--- src/rtl/core/ucrr_pkg.sv ---
`timescale 1ns / 1ps
// ----------------------------------------------------------------------------
// ucrr_pkg: shared types, codes and descriptor tables
// Request and event codes, command beat layout between the front and back
// ends, descriptor tables and the byte lookup used by the back end.
// ----------------------------------------------------------------------------
package ucrr_pkg;

    localparam int MAX_PACKET_BYTES = 64;
    localparam int LEN_W            = $clog2(MAX_PACKET_BYTES + 1);
    localparam int IDX_W            = $clog2(MAX_PACKET_BYTES);

    localparam int CMD_DEPTH = 2;
    localparam int CMD_PTR_W = (CMD_DEPTH > 1) ? $clog2(CMD_DEPTH) : 1;
    localparam int CMD_CNT_W = $clog2(CMD_DEPTH + 1);

    localparam logic [15:0] VENDOR_ID_RESET  = 16'h1209;
    localparam logic [15:0] PRODUCT_ID_RESET = 16'h0001;
    localparam logic        REG_VENDOR_ID    = 1'b0;
    localparam logic        REG_PRODUCT_ID   = 1'b1;

    localparam logic [7:0] RQ_GET_STATUS        = 8'd0;
    localparam logic [7:0] RQ_SET_ADDRESS       = 8'd5;
    localparam logic [7:0] RQ_GET_DESCRIPTOR    = 8'd6;
    localparam logic [7:0] RQ_GET_CONFIGURATION = 8'd8;
    localparam logic [7:0] RQ_SET_CONFIGURATION = 8'd9;
    localparam logic [7:0] RQ_SET_INTERFACE     = 8'd11;

    localparam logic [7:0] DT_DEVICE = 8'h01;
    localparam logic [7:0] DT_CONFIG = 8'h02;
    localparam logic [7:0] DT_STRING = 8'h03;
    localparam logic [7:0] DT_REPORT = 8'h22;

    localparam logic [7:0] STR_LANG    = 8'd0;
    localparam logic [7:0] STR_MFR     = 8'd1;
    localparam logic [7:0] STR_PRODUCT = 8'd2;

    localparam int DEV_LEN    = 18;
    localparam int CFG_TOTAL  = 9 + 9 + 9 + 7;
    localparam int STR0_LEN   = 4;
    localparam int STR1_LEN   = 12;
    localparam int STR2_LEN   = 26;
    localparam int REPORT_LEN = 45;
    localparam int STATUS_LEN = 2;

    localparam logic [7:0] DEV_MPS_IDX  = 8'd7;
    localparam logic [7:0] DEV_VID_LO   = 8'd8;
    localparam logic [7:0] DEV_VID_HI   = 8'd9;
    localparam logic [7:0] DEV_PID_LO   = 8'd10;
    localparam logic [7:0] DEV_PID_HI   = 8'd11;

    localparam logic [7:0] DEV_ROM [DEV_LEN] = '{
        8'd18, 8'd1, 8'h00, 8'h02, 8'd0, 8'd0, 8'd0, 8'd0,
        8'd0, 8'd0, 8'd0, 8'd0, 8'h00, 8'h01, 8'd1, 8'd2, 8'd0, 8'd1
    };

    localparam logic [7:0] REPORT_ROM [REPORT_LEN] = '{
        8'h05, 8'h01, 8'h09, 8'h06, 8'hA1, 8'h01, 8'h05, 8'h07, 8'h19, 8'hE0,
        8'h29, 8'hE7, 8'h15, 8'h00, 8'h25, 8'h01, 8'h75, 8'h01, 8'h95, 8'h08,
        8'h81, 8'h02, 8'h95, 8'h01, 8'h75, 8'h08, 8'h81, 8'h01, 8'h95, 8'h06,
        8'h75, 8'h08, 8'h15, 8'h00, 8'h25, 8'h65, 8'h05, 8'h07, 8'h19, 8'h00,
        8'h29, 8'h65, 8'h81, 8'h00, 8'hC0
    };

    localparam logic [7:0] CFG_ROM [CFG_TOTAL] = '{
        8'd9, 8'd2, 8'(CFG_TOTAL), 8'd0, 8'd1, 8'd1, 8'd0, 8'h80, 8'd50,
        8'd9, 8'd4, 8'd0, 8'd0, 8'd1, 8'd3, 8'd1, 8'd1, 8'd0,
        8'd9, 8'h21, 8'h11, 8'h01, 8'd0, 8'd1, 8'h22, 8'd45, 8'd0,
        8'd7, 8'd5, 8'h81, 8'h03, 8'd8, 8'd0, 8'd10
    };

    localparam logic [7:0] STR0_ROM [STR0_LEN] = '{8'd4, 8'd3, 8'h09, 8'h04};

    localparam logic [7:0] STR1_ROM [STR1_LEN] = '{
        8'd12, 8'd3, 8'h48, 8'd0, 8'h61, 8'd0, 8'h6B, 8'd0, 8'h61, 8'd0, 8'h6E, 8'd0
    };

    localparam logic [7:0] STR2_ROM [STR2_LEN] = '{
        8'd26, 8'd3, 8'h4D, 8'd0, 8'h65, 8'd0, 8'h64, 8'd0, 8'h69, 8'd0,
        8'h61, 8'd0, 8'h20, 8'd0, 8'h50, 8'd0, 8'h61, 8'd0, 8'h64, 8'd0,
        8'h20, 8'd0, 8'h76, 8'd0, 8'h31, 8'd0
    };

    typedef enum logic [1:0] {
        EV_SETUP     = 2'd0,
        EV_IN_DONE   = 2'd1,
        EV_BUS_RESET = 2'd2,
        EV_UNUSED    = 2'd3
    } event_t;

    typedef enum logic [1:0] {
        KIND_DATA  = 2'd0,
        KIND_ZLP   = 2'd1,
        KIND_STALL = 2'd2,
        KIND_EVENT = 2'd3
    } kind_t;

    typedef enum logic [2:0] {
        SRC_DEV,
        SRC_CFG,
        SRC_STR0,
        SRC_STR1,
        SRC_STR2,
        SRC_REPORT,
        SRC_ZERO,
        SRC_CONF_VAL
    } src_t;

    typedef enum logic [2:0] {
        ACT_NONE,
        ACT_SET_ADDR,
        ACT_SET_CFG,
        ACT_IN_DONE,
        ACT_BUS_RESET
    } act_t;

    typedef struct packed {
        logic             is_single;
        kind_t            kind;
        src_t             src;
        logic [LEN_W-1:0] len;
        act_t             act;
        logic [7:0]       arg;
    } cmd_t;

    function automatic logic [LEN_W-1:0] cap_len(input logic [15:0] n);
        logic [LEN_W-1:0] r;
        if (n > 16'(MAX_PACKET_BYTES))
            r = LEN_W'(MAX_PACKET_BYTES);
        else
            r = n[LEN_W-1:0];
        return r;
    endfunction

    function automatic logic [7:0] rom_byte(
        input src_t             src,
        input logic [IDX_W-1:0] idx,
        input logic [15:0]      vid,
        input logic [15:0]      pid,
        input logic [7:0]       conf
    );
        logic [7:0] i;
        logic [7:0] b;
        i = 8'(idx);
        b = 8'd0;
        case (src)
            SRC_DEV:
            begin
                if (i < 8'(DEV_LEN))
                    b = DEV_ROM[i[4:0]];
                if (i == DEV_MPS_IDX)
                    b = 8'(MAX_PACKET_BYTES);
                else if (i == DEV_VID_LO)
                    b = vid[7:0];
                else if (i == DEV_VID_HI)
                    b = vid[15:8];
                else if (i == DEV_PID_LO)
                    b = pid[7:0];
                else if (i == DEV_PID_HI)
                    b = pid[15:8];
            end
            SRC_CFG:
            begin
                if (i < 8'(CFG_TOTAL))
                    b = CFG_ROM[i[5:0]];
            end
            SRC_STR0:
            begin
                if (i < 8'(STR0_LEN))
                    b = STR0_ROM[i[1:0]];
            end
            SRC_STR1:
            begin
                if (i < 8'(STR1_LEN))
                    b = STR1_ROM[i[3:0]];
            end
            SRC_STR2:
            begin
                if (i < 8'(STR2_LEN))
                    b = STR2_ROM[i[4:0]];
            end
            SRC_REPORT:
            begin
                if (i < 8'(REPORT_LEN))
                    b = REPORT_ROM[i[5:0]];
            end
            SRC_CONF_VAL:
            begin
                b = conf;
            end
            default:
            begin
                b = 8'd0;
            end
        endcase
        return b;
    endfunction

endpackage

--- src/rtl/core/usb_control_request_responder.sv ---
`timescale 1ns / 1ps
// ----------------------------------------------------------------------------
// usb_control_request_responder: control endpoint standard request handler
// Answers setup packets, IN-complete events and bus resets with result beats.
// ----------------------------------------------------------------------------
// Each event pushed in is decoded in the same cycle into a command and held
// in a two-entry command queue; the reply sequencer then takes a command,
// applies its address or configuration update, and emits one result beat
// per cycle after that while pop keeps the output register free. It takes no
// new command until the last beat of the reply has been emitted. A zero-length
// packet, stall or event acknowledge is a single beat, and the 45-byte report
// descriptor is the longest reply. Every result beat carries the address and
// configuration in force after its event was handled. vendor_id (index 0)
// and product_id (index 1) are written through the cfg port, which is always
// ready, and must only be written while no reply is outstanding.
// ----------------------------------------------------------------------------
module usb_control_request_responder (
    input  logic        clk,
    input  logic        rst_n,
    input  logic        push,
    output logic        full,
    input  logic [1:0]  req_type,
    input  logic [7:0]  request_code,
    input  logic [15:0] request_value,
    input  logic [15:0] request_length,
    output logic        empty,
    input  logic        pop,
    output logic [1:0]  kind,
    output logic [7:0]  data_byte,
    output logic        last,
    output logic [6:0]  device_address,
    output logic [7:0]  active_configuration,
    input  logic        cfg_valid,
    output logic        cfg_ready,
    input  logic        cfg_index,
    input  logic [15:0] cfg_data
);
    import ucrr_pkg::*;

    logic        fifo_full;
    logic        fifo_empty;
    logic        cmd_push;
    logic        cmd_pop;
    cmd_t        front_cmd;
    cmd_t        back_cmd;
    logic [15:0] vendor_reg;
    logic [15:0] product_reg;

    assign cfg_ready = 1'b1;

    always_ff @(posedge clk or negedge rst_n)
    begin
        if (!rst_n)
        begin
            vendor_reg  <= VENDOR_ID_RESET;
            product_reg <= PRODUCT_ID_RESET;
        end
        else if (cfg_valid && cfg_ready)
        begin
            if (cfg_index == REG_VENDOR_ID)
                vendor_reg <= cfg_data;
            else if (cfg_index == REG_PRODUCT_ID)
                product_reg <= cfg_data;
        end
    end

    ucrr_front u_front (
        .push           (push),
        .full           (full),
        .req_type       (req_type),
        .request_code   (request_code),
        .request_value  (request_value),
        .request_length (request_length),
        .fifo_full      (fifo_full),
        .cmd_push       (cmd_push),
        .cmd            (front_cmd)
    );

    ucrr_cmd_fifo u_cmd_fifo (
        .clk     (clk),
        .rst_n   (rst_n),
        .wr_en   (cmd_push),
        .wr_data (front_cmd),
        .full    (fifo_full),
        .rd_en   (cmd_pop),
        .rd_data (back_cmd),
        .empty   (fifo_empty)
    );

    ucrr_back u_back (
        .clk                  (clk),
        .rst_n                (rst_n),
        .cmd_valid            (!fifo_empty),
        .cmd                  (back_cmd),
        .cmd_pop              (cmd_pop),
        .vendor_id            (vendor_reg),
        .product_id           (product_reg),
        .empty                (empty),
        .pop                  (pop),
        .kind                 (kind),
        .data_byte            (data_byte),
        .last                 (last),
        .device_address       (device_address),
        .active_configuration (active_configuration)
    );

endmodule

--- src/rtl/core/ucrr_front.sv ---
`timescale 1ns / 1ps
// ----------------------------------------------------------------------------
// ucrr_front: event decoder
// Classifies each accepted event into a command beat for the back end:
// reply source and length, single-result kind and state action.
// ----------------------------------------------------------------------------
module ucrr_front (
    input  logic              push,
    output logic              full,
    input  logic [1:0]        req_type,
    input  logic [7:0]        request_code,
    input  logic [15:0]       request_value,
    input  logic [15:0]       request_length,
    input  logic              fifo_full,
    output logic              cmd_push,
    output ucrr_pkg::cmd_t    cmd
);
    import ucrr_pkg::*;

    logic [LEN_W-1:0] dlen;
    logic             is_stream;
    logic [15:0]      cfg_len;

    assign full     = fifo_full;
    assign cmd_push = push && !fifo_full && (event_t'(req_type) != EV_UNUSED);
    assign cfg_len  = (request_length < 16'(CFG_TOTAL)) ? request_length : 16'(CFG_TOTAL);

    always_comb
    begin
        cmd.is_single = 1'b1;
        cmd.kind      = KIND_STALL;
        cmd.src       = SRC_ZERO;
        cmd.len       = LEN_W'(1);
        cmd.act       = ACT_NONE;
        cmd.arg       = request_value[7:0];
        dlen          = '0;
        is_stream     = 1'b0;

        case (event_t'(req_type))
            EV_IN_DONE:
            begin
                cmd.kind = KIND_EVENT;
                cmd.act  = ACT_IN_DONE;
            end
            EV_BUS_RESET:
            begin
                cmd.kind = KIND_EVENT;
                cmd.act  = ACT_BUS_RESET;
            end
            EV_SETUP:
            begin
                case (request_code)
                    RQ_SET_ADDRESS:
                    begin
                        cmd.kind = KIND_ZLP;
                        cmd.act  = ACT_SET_ADDR;
                    end
                    RQ_SET_CONFIGURATION:
                    begin
                        cmd.kind = KIND_ZLP;
                        cmd.act  = ACT_SET_CFG;
                    end
                    RQ_SET_INTERFACE:
                    begin
                        cmd.kind = KIND_ZLP;
                    end
                    RQ_GET_CONFIGURATION:
                    begin
                        cmd.is_single = 1'b0;
                        cmd.src       = SRC_CONF_VAL;
                        cmd.len       = LEN_W'(1);
                    end
                    RQ_GET_STATUS:
                    begin
                        cmd.is_single = 1'b0;
                        cmd.src       = SRC_ZERO;
                        cmd.len       = LEN_W'(STATUS_LEN);
                    end
                    RQ_GET_DESCRIPTOR:
                    begin
                        case (request_value[15:8])
                            DT_DEVICE:
                            begin
                                is_stream = 1'b1;
                                cmd.src   = SRC_DEV;
                                dlen      = cap_len(16'(DEV_LEN));
                            end
                            DT_CONFIG:
                            begin
                                is_stream = 1'b1;
                                cmd.src   = SRC_CFG;
                                dlen      = cap_len(cfg_len);
                            end
                            DT_STRING:
                            begin
                                case (request_value[7:0])
                                    STR_LANG:
                                    begin
                                        is_stream = 1'b1;
                                        cmd.src   = SRC_STR0;
                                        dlen      = cap_len(16'(STR0_LEN));
                                    end
                                    STR_MFR:
                                    begin
                                        is_stream = 1'b1;
                                        cmd.src   = SRC_STR1;
                                        dlen      = cap_len(16'(STR1_LEN));
                                    end
                                    STR_PRODUCT:
                                    begin
                                        is_stream = 1'b1;
                                        cmd.src   = SRC_STR2;
                                        dlen      = cap_len(16'(STR2_LEN));
                                    end
                                    default:
                                    begin
                                        cmd.kind = KIND_STALL;
                                    end
                                endcase
                            end
                            DT_REPORT:
                            begin
                                is_stream = 1'b1;
                                cmd.src   = SRC_REPORT;
                                dlen      = cap_len(16'(REPORT_LEN));
                            end
                            default:
                            begin
                                cmd.kind = KIND_STALL;
                            end
                        endcase

                        // empty reply goes out as a zero-length packet
                        if (is_stream)
                        begin
                            if (dlen == '0)
                            begin
                                cmd.kind = KIND_ZLP;
                            end
                            else
                            begin
                                cmd.is_single = 1'b0;
                                cmd.len       = dlen;
                            end
                        end
                    end
                    default:
                    begin
                        cmd.kind = KIND_STALL;
                    end
                endcase
            end
            default:
            begin
                cmd.kind = KIND_STALL;
            end
        endcase
    end

endmodule

--- src/rtl/core/ucrr_cmd_fifo.sv ---
`timescale 1ns / 1ps
// ----------------------------------------------------------------------------
// ucrr_cmd_fifo: command queue
// Short queue of decoded command beats between the front and back ends.
// ----------------------------------------------------------------------------
module ucrr_cmd_fifo (
    input  logic           clk,
    input  logic           rst_n,
    input  logic           wr_en,
    input  ucrr_pkg::cmd_t wr_data,
    output logic           full,
    input  logic           rd_en,
    output ucrr_pkg::cmd_t rd_data,
    output logic           empty
);
    import ucrr_pkg::*;

    cmd_t                 slot_reg [CMD_DEPTH];
    logic [CMD_PTR_W-1:0] wr_ptr_reg;
    logic [CMD_PTR_W-1:0] rd_ptr_reg;
    logic [CMD_CNT_W-1:0] count_reg;
    logic [CMD_CNT_W-1:0] count_next;
    logic                 do_wr;
    logic                 do_rd;

    function automatic logic [CMD_PTR_W-1:0] ptr_inc(input logic [CMD_PTR_W-1:0] p);
        logic [CMD_PTR_W-1:0] r;
        if (p == CMD_PTR_W'(CMD_DEPTH - 1))
            r = '0;
        else
            r = p + CMD_PTR_W'(1);
        return r;
    endfunction

    assign full    = (count_reg == CMD_CNT_W'(CMD_DEPTH));
    assign empty   = (count_reg == '0);
    assign do_wr   = wr_en && !full;
    assign do_rd   = rd_en && !empty;
    assign rd_data = slot_reg[rd_ptr_reg];

    always_comb
    begin
        count_next = count_reg;
        if (do_wr && !do_rd)
            count_next = count_reg + CMD_CNT_W'(1);
        else if (do_rd && !do_wr)
            count_next = count_reg - CMD_CNT_W'(1);
    end

    always_ff @(posedge clk or negedge rst_n)
    begin
        if (!rst_n)
        begin
            wr_ptr_reg <= '0;
            rd_ptr_reg <= '0;
            count_reg  <= '0;
        end
        else
        begin
            if (do_wr)
                wr_ptr_reg <= ptr_inc(wr_ptr_reg);
            if (do_rd)
                rd_ptr_reg <= ptr_inc(rd_ptr_reg);
            count_reg <= count_next;
        end
    end

    always_ff @(posedge clk)
    begin
        if (do_wr)
            slot_reg[wr_ptr_reg] <= wr_data;
    end

endmodule

--- src/rtl/core/ucrr_back.sv ---
`timescale 1ns / 1ps
// ----------------------------------------------------------------------------
// ucrr_back: reply sequencer
// Takes command beats, applies address and configuration updates, and emits
// the result beats one per cycle into the output register while it is free or popped.
// ----------------------------------------------------------------------------
module ucrr_back (
    input  logic           clk,
    input  logic           rst_n,
    input  logic           cmd_valid,
    input  ucrr_pkg::cmd_t cmd,
    output logic           cmd_pop,
    input  logic [15:0]    vendor_id,
    input  logic [15:0]    product_id,
    output logic           empty,
    input  logic           pop,
    output logic [1:0]     kind,
    output logic [7:0]     data_byte,
    output logic           last,
    output logic [6:0]     device_address,
    output logic [7:0]     active_configuration
);
    import ucrr_pkg::*;

    typedef enum logic [1:0] {
        S_IDLE = 2'b01,
        S_RUN  = 2'b10
    } state_t;

    state_t           state_reg;
    state_t           state_next;
    cmd_t             cur_reg;
    logic [IDX_W-1:0] idx_reg;
    logic [6:0]       addr_reg;
    logic [6:0]       pend_reg;
    logic             wait_reg;
    logic [7:0]       conf_reg;

    logic             out_valid_reg;
    kind_t            out_kind_reg;
    logic [7:0]       out_byte_reg;
    logic             out_last_reg;
    logic [6:0]       out_addr_reg;
    logic [7:0]       out_conf_reg;

    logic             out_free;
    logic             emit;
    logic             is_end;
    kind_t            emit_kind;
    logic [7:0]       emit_byte;

    assign out_free = !out_valid_reg || pop;
    assign cmd_pop  = (state_reg == S_IDLE) && cmd_valid;
    assign emit     = (state_reg == S_RUN) && out_free;
    assign is_end   = cur_reg.is_single ||
                      ((LEN_W'(idx_reg) + LEN_W'(1)) == cur_reg.len);

    assign emit_kind = cur_reg.is_single ? cur_reg.kind : KIND_DATA;
    assign emit_byte = cur_reg.is_single ? 8'd0 :
                       rom_byte(cur_reg.src, idx_reg, vendor_id, product_id, conf_reg);

    always_comb
    begin
        state_next = state_reg;
        case (state_reg)
            S_IDLE:
            begin
                if (cmd_valid)
                    state_next = S_RUN;
            end
            S_RUN:
            begin
                if (emit && is_end)
                    state_next = S_IDLE;
            end
            default:
            begin
                state_next = S_IDLE;
            end
        endcase
    end

    always_ff @(posedge clk or negedge rst_n)
    begin
        if (!rst_n)
        begin
            state_reg     <= S_IDLE;
            idx_reg       <= '0;
            addr_reg      <= '0;
            pend_reg      <= '0;
            wait_reg      <= 1'b0;
            conf_reg      <= '0;
            out_valid_reg <= 1'b0;
        end
        else
        begin
            state_reg <= state_next;

            // state updates land before the first beat of the item
            if (cmd_pop)
            begin
                idx_reg <= '0;
                case (cmd.act)
                    ACT_SET_ADDR:
                    begin
                        pend_reg <= cmd.arg[6:0];
                        wait_reg <= 1'b1;
                    end
                    ACT_SET_CFG:
                    begin
                        conf_reg <= cmd.arg;
                    end
                    ACT_IN_DONE:
                    begin
                        if (wait_reg)
                        begin
                            addr_reg <= pend_reg;
                            wait_reg <= 1'b0;
                        end
                    end
                    ACT_BUS_RESET:
                    begin
                        addr_reg <= '0;
                        wait_reg <= 1'b0;
                        conf_reg <= '0;
                    end
                    default:
                    begin
                        wait_reg <= wait_reg;
                    end
                endcase
            end
            else if (emit && !is_end)
            begin
                idx_reg <= idx_reg + IDX_W'(1);
            end

            if (emit)
                out_valid_reg <= 1'b1;
            else if (pop)
                out_valid_reg <= 1'b0;
        end
    end

    always_ff @(posedge clk)
    begin
        if (cmd_pop)
            cur_reg <= cmd;
        if (emit)
        begin
            out_kind_reg <= emit_kind;
            out_byte_reg <= emit_byte;
            out_last_reg <= is_end;
            out_addr_reg <= addr_reg;
            out_conf_reg <= conf_reg;
        end
    end

    assign empty                = !out_valid_reg;
    assign kind                 = out_kind_reg;
    assign data_byte            = out_byte_reg;
    assign last                 = out_last_reg;
    assign device_address       = out_addr_reg;
    assign active_configuration = out_conf_reg;

endmodule
--- config.mk ---
export PLATFORM = sky130hd
export DESIGN_NAME = usb_control_request_responder
export DESIGN_NICKNAME = d
export VERILOG_FILES = /design/src/rtl/core/ucrr_pkg.sv /design/src/rtl/core/usb_control_request_responder.sv /design/src/rtl/core/ucrr_front.sv /design/src/rtl/core/ucrr_cmd_fifo.sv /design/src/rtl/core/ucrr_back.sv
export SDC_FILE = /design/constraint.sdc
export NUM_CORES = 1
export LEC_CHECK = 0
export BUFFER_PORTS_ARGS = -buffer_cell sky130_fd_sc_hd__buf_2
export CAP_MARGIN = 20
export CORE_MARGIN = 2
export CORE_UTILIZATION = 40
export DETAILED_ROUTE_END_ITERATION = 10
export PLACE_DENSITY_LB_ADDON = 0.3
export SLEW_MARGIN = 40
export SYNTH_ARGS = -nofsm -noshare
export SYNTH_HDL_FRONTEND = slang
export SYNTH_HIERARCHICAL = 1
export SYNTH_SLANG_ARGS = --single-unit
export TNS_END_PERCENT = 50
--- constraint.sdc ---
create_clock -name clk -period 3.4 [get_ports clk]
set_input_delay 0.68 -clock clk [delete_from_list [all_inputs] [get_ports clk]]
set_output_delay 0.68 -clock clk [all_outputs]
set_load 0.05 [all_outputs]
==> key figures, run 1 <==
CTS
  • Worst-Skew Late Latency: 420 ps
  • CTS tree: yes
  • H-tree depth: 4
  • Post-CTS Setup Bufs: 0
  • Clock tree buffer depth: 2
  • # resized after CTS: 0
  • Clock-pin slew on the worst setup and hold paths: 70 ps
  • Post-CTS Hold Buffers: 0
  • CTS sink count: 155
  • Cts bufs inserted: 17
  • Root Buffer: clkbuf_16

Detailed routing
  • Vias: 6281
  • Post-route ant nets: 0
  • DR iter-0 viols: 537
  • Initial DRT Pass Iterations: 7
  • Routed WL: 20.9 mm
  • Drt via density: 5.54
  • DRC: 0
  • Routed wire per std cell: 18.4 um

Placement
  • Pre-CTS setup slack: 253 ps
  • PortBufs: 91
  • DP HPWL: ~15 mm
  • Placed cell count: 1101
  • DP Area: 9150 um2
  • Gp weighted congestion: approximately 0.93

Critical path
  • Crit path capture type: register
  • CP max FO: 9
  • Type of origin of the critical path: register
  • CP Data Required Time: 3560 ps
  • Critical path class: register to register
  • Worst EP arrival: 3160 ps

Synth
  • Syn Nets: 839
  • Adder-cell share of the synthesized area: 0.0192
  • EDFF count, synth: slightly below 90
  • Mapped cell area: 8460 um2
  • Synthesis-stage register bit count: 155
  • Post-synthesis mux area share: 0.106
  • Yosys cell types: between 80 and 90
  • Synth area leaders: edfxtp_1 (31%), dfrtp_1 (18%), mux2_4 (5.1%), mux2_2 (3.6%), o21ai_0 (3.0%)
  • Share of the synthesized netlist area taken by xor and xnor gates: 0.0166
  • Synth top area share: 0.309
  • Top_reg_cell synth: edfxtp_1
  • Register area share after synthesis: 0.511
  • Post-synthesis async set-or-reset flop share: 0.439
  • Largest family of logic cells by synthesized area: simple AND/OR/NAND/NOR gates
  • Syn_area_per_cell: 11.1 um2
  • Synth Warn #: 6
  • Compound-Gate Fraction of Synth Area: 0.141
  • Post-Synthesis Cells: 762
  • Synth area leader: edfxtp_1
  • Simple-gate share of the synthesized area: 0.150

Flow run
  • Max-cap viol count: 0

Floorplanning
  • Die Height: 149 um
  • I/O Pins: 93
  • Die Wd: 149 um
  • Core Rows: 53
  • Starting Density: 0.405
  • Core area: 20900 um2
  • Die area: 22300 um2

Global routing
  • Initial antenna violation count: 0
  • Overflow after GRT: 0
  • Largest net degree at the start of global routing: 32
  • Vias in the first global route: 6070
  • Total track usage: 0.191
  • First-pass GRT wire length: 32.9 mm

Power
  • Power density over the cells: 732 nW/um2
  • Design Power: ~0.007 W
  • Leak: roughly 3.8 nW
  • VDD IR max: approximately 360 uV

Cells and area
  • Cell Count, Final, Fillers Out: 1133
  • Final net count: 922
  • Area added between synthesis and finish: 15.4%
  • Most common cell after layout, fill and taps aside: buf_2
  • Most frequent cells in the layout: buf_2 (90), edfxtp_1 (87), dfrtp_1 (62)
  • Final Cell Area: 9760 um2
  • Fraction of layout cells with a size suffix above 1: 0.277
  • Ant diodes: 0
  • FILL cells: 1943
  • Register area: approximately 4300 um2
  • Largest register FFs: 48
  • Area of the multi-input gates: between 3000 and 4000 um2

STA
  • Setup TNS: 0 ps
  • Max frequency: ~0.33 GHz
  • Max Transition Viols Final: 0
  • Post-Route Skew: approximately 12 ps
  • Least-Margin Pin Slew: about 900 ps
  • Slew margin rel.: 0.414
  • Worst Setup Slack, final: 398 ps
  • Final hold violations: 0
  • Setup violators final: 0
  • Final worst path period share: 0.883
  • RSZ-0062 raised after global routing: no
  • Fin crit period: between 3000 and 4000 ps

Min path
  • Hold Crit Class: input port to async pin

Status
  • Run status: complete, no violations
-- final timing paths --
kind	start	end	slack (ps)	cells after the start
min in group clk	u_back/addr_reg[3]	u_back/device_address[3]	450	0
setup / recovery	u_back/idx_reg[1]	u_back/data_byte[0]	400	8
max in group asynchronous	rst_n	u_back/wait_reg	2490	2
hold reg to reg	u_back/addr_reg[3]	u_back/device_address[3]	450	0
hold / removal	rst_n	product_reg[12]	200	1
setup reg to reg	u_back/idx_reg[1]	u_back/data_byte[0]	400	8
-- power by group --
group          internal [W]  switching (W)
registers           0.00259       0.000289
clock network       0.00117       0.000800
logic              0.000873        0.00142
total               0.00464        0.00251
-- per-layer routing --
layer | track usage | vias up | routed length (um)
met1 | 0.253 | 3029 | 9360
met2 | 0.318 | 219 | 10100
met4 | 0.0652 | 0 | 494
li1 | - | 2991 | -
met3 | 0.0335 | 42 | 979
met5 | 0 | - | 0
-- worst max-delay path, cell delays in order, from the launching register on --
cell and delay [ps]:
dfrtp_1 570, inv_1 160, ha_1 370, nand2b_1 240, nand3_1 110, o2111a_1 170
a2111oi_0 710, o211a_1 310, o22ai_1 100
-- Yosys cell counts (all sizes together), types with 7 or more instances --
| library cell | instances |
|---|---|
| edfxtp | 87 |
| mux2 | 63 |
| dfrtp | 62 |
| o21ai | 61 |
| nand2 | 60 |
| a21oi | 44 |
| nor2 | 41 |
| buf | 35 |
| inv | 28 |
| nand3 | 24 |
| clkbuf | 23 |
| nand2b | 18 |
| nor3 | 15 |
| ha | 13 |
| nor2b | 12 |
| o22ai | 11 |
| or4 | 11 |
| xnor2 | 11 |
| or3 | 10 |
| a31oi | 8 |
| a211oi | 7 |
| a221oi | 7 |
| nor4 | 7 |
-- metrics by stage --
step	utilization	hold slack [ps]
finish	0.467	199
global route	0.467	222
CTS	0.467	364
detailed placement	0.438	434
global placement	0.438	434
floorplan	-	384
-- area by class of cell --
cell class	instances	area share
flip-flops and latches	155	0.443
multi-input cells	521	0.376
repair buffers	122	0.0720
clock buffers	22	0.0496
well taps	275	0.0352
clock inverters	10	0.0133
inverters	28	0.0108
-- logic make-up (layout without fill, tap and decap cells) --
family,count (synthesis),count (layout)
mux,70,70
compound gates,188,188
other cells,2,2
fa+ha+maj,13,13
xor+xnor,16,16
buf+inv,86,182
flops,155,155
simple gates,232,232
No activity file was read; power rests on OpenSTA's default activity.
==> inputs of run 2 (changes only) <==
--- a/config.mk
+++ b/config.mk
@@ -8,7 +8,7 @@
 export BUFFER_PORTS_ARGS = -buffer_cell sky130_fd_sc_hd__buf_2
 export CAP_MARGIN = 20
 export CORE_MARGIN = 2
-export CORE_UTILIZATION = 40
+export CORE_UTILIZATION = 59
 export DETAILED_ROUTE_END_ITERATION = 10
 export PLACE_DENSITY_LB_ADDON = 0.3
 export SLEW_MARGIN = 40
==> key figures, run 2 (same netlist as run 1, synthesis figures left out) <==
Cells and area
  • Ant diodes: 0 (unchanged)
  • Most common cell after layout, fill and taps aside: buf_2
  • Final net count: 921 (-0.11%)
  • Fraction of layout cells with a size suffix above 1: 0.278 (+0.000324)
  • Area added between synthesis and finish: 14.0%
  • Largest register FFs: 48 (unchanged)
  • Most frequent cells in the layout: buf_2 (91), edfxtp_1 (87), dfrtp_1 (62)

Power
  • VDD IR max: 481 uV (+35%)
  • Leak: 3.80 nW (about the same)
  • Power density over the cells: 737 nW/um2 (+0.73%)

Critical path
  • Crit path capture type: register
  • Critical path class: register to register
  • Type of origin of the critical path: register
  • Cell mode on critical path: a21oi_1
  • CP Data Required Time: 3540 ps (-20 ps)
  • Critical-path cell list: inv_1 > ha_1 > and3_1 > o31a_1 > o21ai_1 > a21oi_1 > a2111oi_0 > a21oi_1
  • CP peak stage delay: 520 ps (-190 ps)
  • CP max-delay cell: ha_1
  • Worst EP arrival: 2980 ps (-180 ps)
  • CP max FO: 15 (+6)

CTS
  • CTS tree: yes
  • CTS sink count: 155 (unchanged)
  • Post-CTS Setup Bufs: 0 (unchanged)
  • Post-CTS Hold Buffers: 0 (unchanged)
  • # resized after CTS: 0 (unchanged)
  • Clock-pin slew on the worst setup and hold paths: 70 ps (about the same)
  • Worst-Skew Late Latency: 430 ps (about the same)
  • Clock tree buffer depth: 2 (unchanged)
  • H-tree depth: 4 (unchanged)
  • Cts bufs inserted: 17 (unchanged)
  • Root Buffer: clkbuf_16

Detailed routing
  • Initial DRT Pass Iterations: 5 (-2)
  • Post-route ant nets: 0 (unchanged)
  • Routed WL: 21.3 mm (+1.8%)
  • Vias: 6500 (+3.5%)
  • DR iter-0 viols: 726 (+35%)
  • DRC: 0 (unchanged)
  • Routed wire per std cell: 20.5 um (+11%)
  • Drt via density: 6.27 (+13%)

Global routing
  • First-pass GRT wire length: 33.0 mm (+0.15%)
  • Total track usage: 0.288 (+0.0972)
  • Largest net degree at the start of global routing: 33 (+3.1%)
  • Overflow after GRT: 0 (unchanged)
  • Vias in the first global route: 6221 (+2.5%)
  • Initial antenna violation count: 0 (unchanged)

STA
  • Worst Setup Slack, final: 559 ps (+161 ps)
  • Final worst path period share: 0.836 (-0.0473)
  • Slew margin rel.: 0.502 (+0.0885)
  • Setup violators final: 0 (unchanged)
  • Fin crit period: 2840 ps (-161 ps)
  • Max Transition Viols Final: 0 (unchanged)
  • RSZ-0062 raised after global routing: no
  • Max frequency: 0.352 GHz (+5.7%)
  • Post-Route Skew: 11.0 ps (-0.704 ps)
  • Least-Margin Pin Slew: 742 ps (-137 ps)
  • Final hold violations: 0 (unchanged)
  • Setup TNS: 0 ps (unchanged)

Placement
  • Gp weighted congestion: 0.947 (+2.2%)
  • Pre-CTS setup slack: 262 ps (+8.73 ps)
  • PortBufs: 91 (unchanged)
  • DP HPWL: 15.3 mm (+1.8%)

Floorplanning
  • Die Height: 124 um (-17%)
  • I/O Pins: 93 (unchanged)
  • Starting Density: 0.607 (+0.202)
  • Die area: 15300 um2 (-31%)
  • Die Wd: 124 um (-17%)
  • Core area: 13900 um2 (-33%)
  • Core Rows: 43 (-19%)

Min path
  • Hold Crit Class: input port to async pin

Flow run
  • Max-cap viol count: 0 (unchanged)

Status
  • Run status: complete, no violations
## run 2: worst max-delay path: cells and delay by family (launching register included)
family / cells / cell delay, ps
compound gates: 5 / 1190
flops: 1 / 340
simple gates: 1 / 330
fa+ha+maj: 1 / 520
buf+inv: 1 / 180
## run 2: per-layer routing
layer / wire, um / GRT usage / vias to the layer above
li1: - / - / 3000
met1: 8550 / 0.360 / 3161
met2: 10800 / 0.490 / 288
met3: 1170 / 0.0554 / 51
met4: 766 / 0.126 / 0
met5: 0 / 0 / -
## run 2: path summary, 6_finish.rpt
path | start | to | slack [ps] | cells past startpoint
hold / removal | rst_n | u_back/idx_reg[0] | 160 | 1
setup reg to reg | u_back/idx_reg[0] | u_back/data_byte[6] | 560 | 8
max in group asynchronous | rst_n | vendor_reg[3] | 2430 | 3
hold reg to reg | u_back/addr_reg[5] | u_back/device_address[5] | 460 | 0
setup / recovery | u_back/idx_reg[0] | u_back/data_byte[6] | 560 | 8
min in group clk | request_value[4] | u_cmd_fifo/slot_reg[0][4] | 450 | 1
## run 2: final cells by class
| class | instances | area [um2] |
|---|---|---|
| sequential | 155 | 4320 |
| fill | 998 | 4290 |
| multi-input combinational | 521 | 3680 |
| timing repair buffer | 121 | 713 |
| clock buffer | 19 | 464 |
| tap | 180 | 225 |
| clock inverter | 13 | 141 |
| inverter | 28 | 105 |
## run 2: power breakdown
group          switching, W  total [W]  leakage, nW  internal [W]
logic               0.00146    0.00234         1.87      0.000888
registers          0.000296    0.00288         1.63       0.00259
clock network      0.000843    0.00189        0.299       0.00104
total               0.00260    0.00711         3.80       0.00452
## run 2: stage by stage
step	total power, W	instance area (um2)	util	hold slack (ps)	instances
floorplan	0.00456	8460	-	384	762
global placement	0.00514	9010	0.647	440	1004
detailed placement	0.00522	9040	0.649	450	1005
CTS	0.00713	9650	0.692	158	1037
global route	0.00744	9650	0.692	170	1037
finish	0.00711	9650	0.692	158	1037
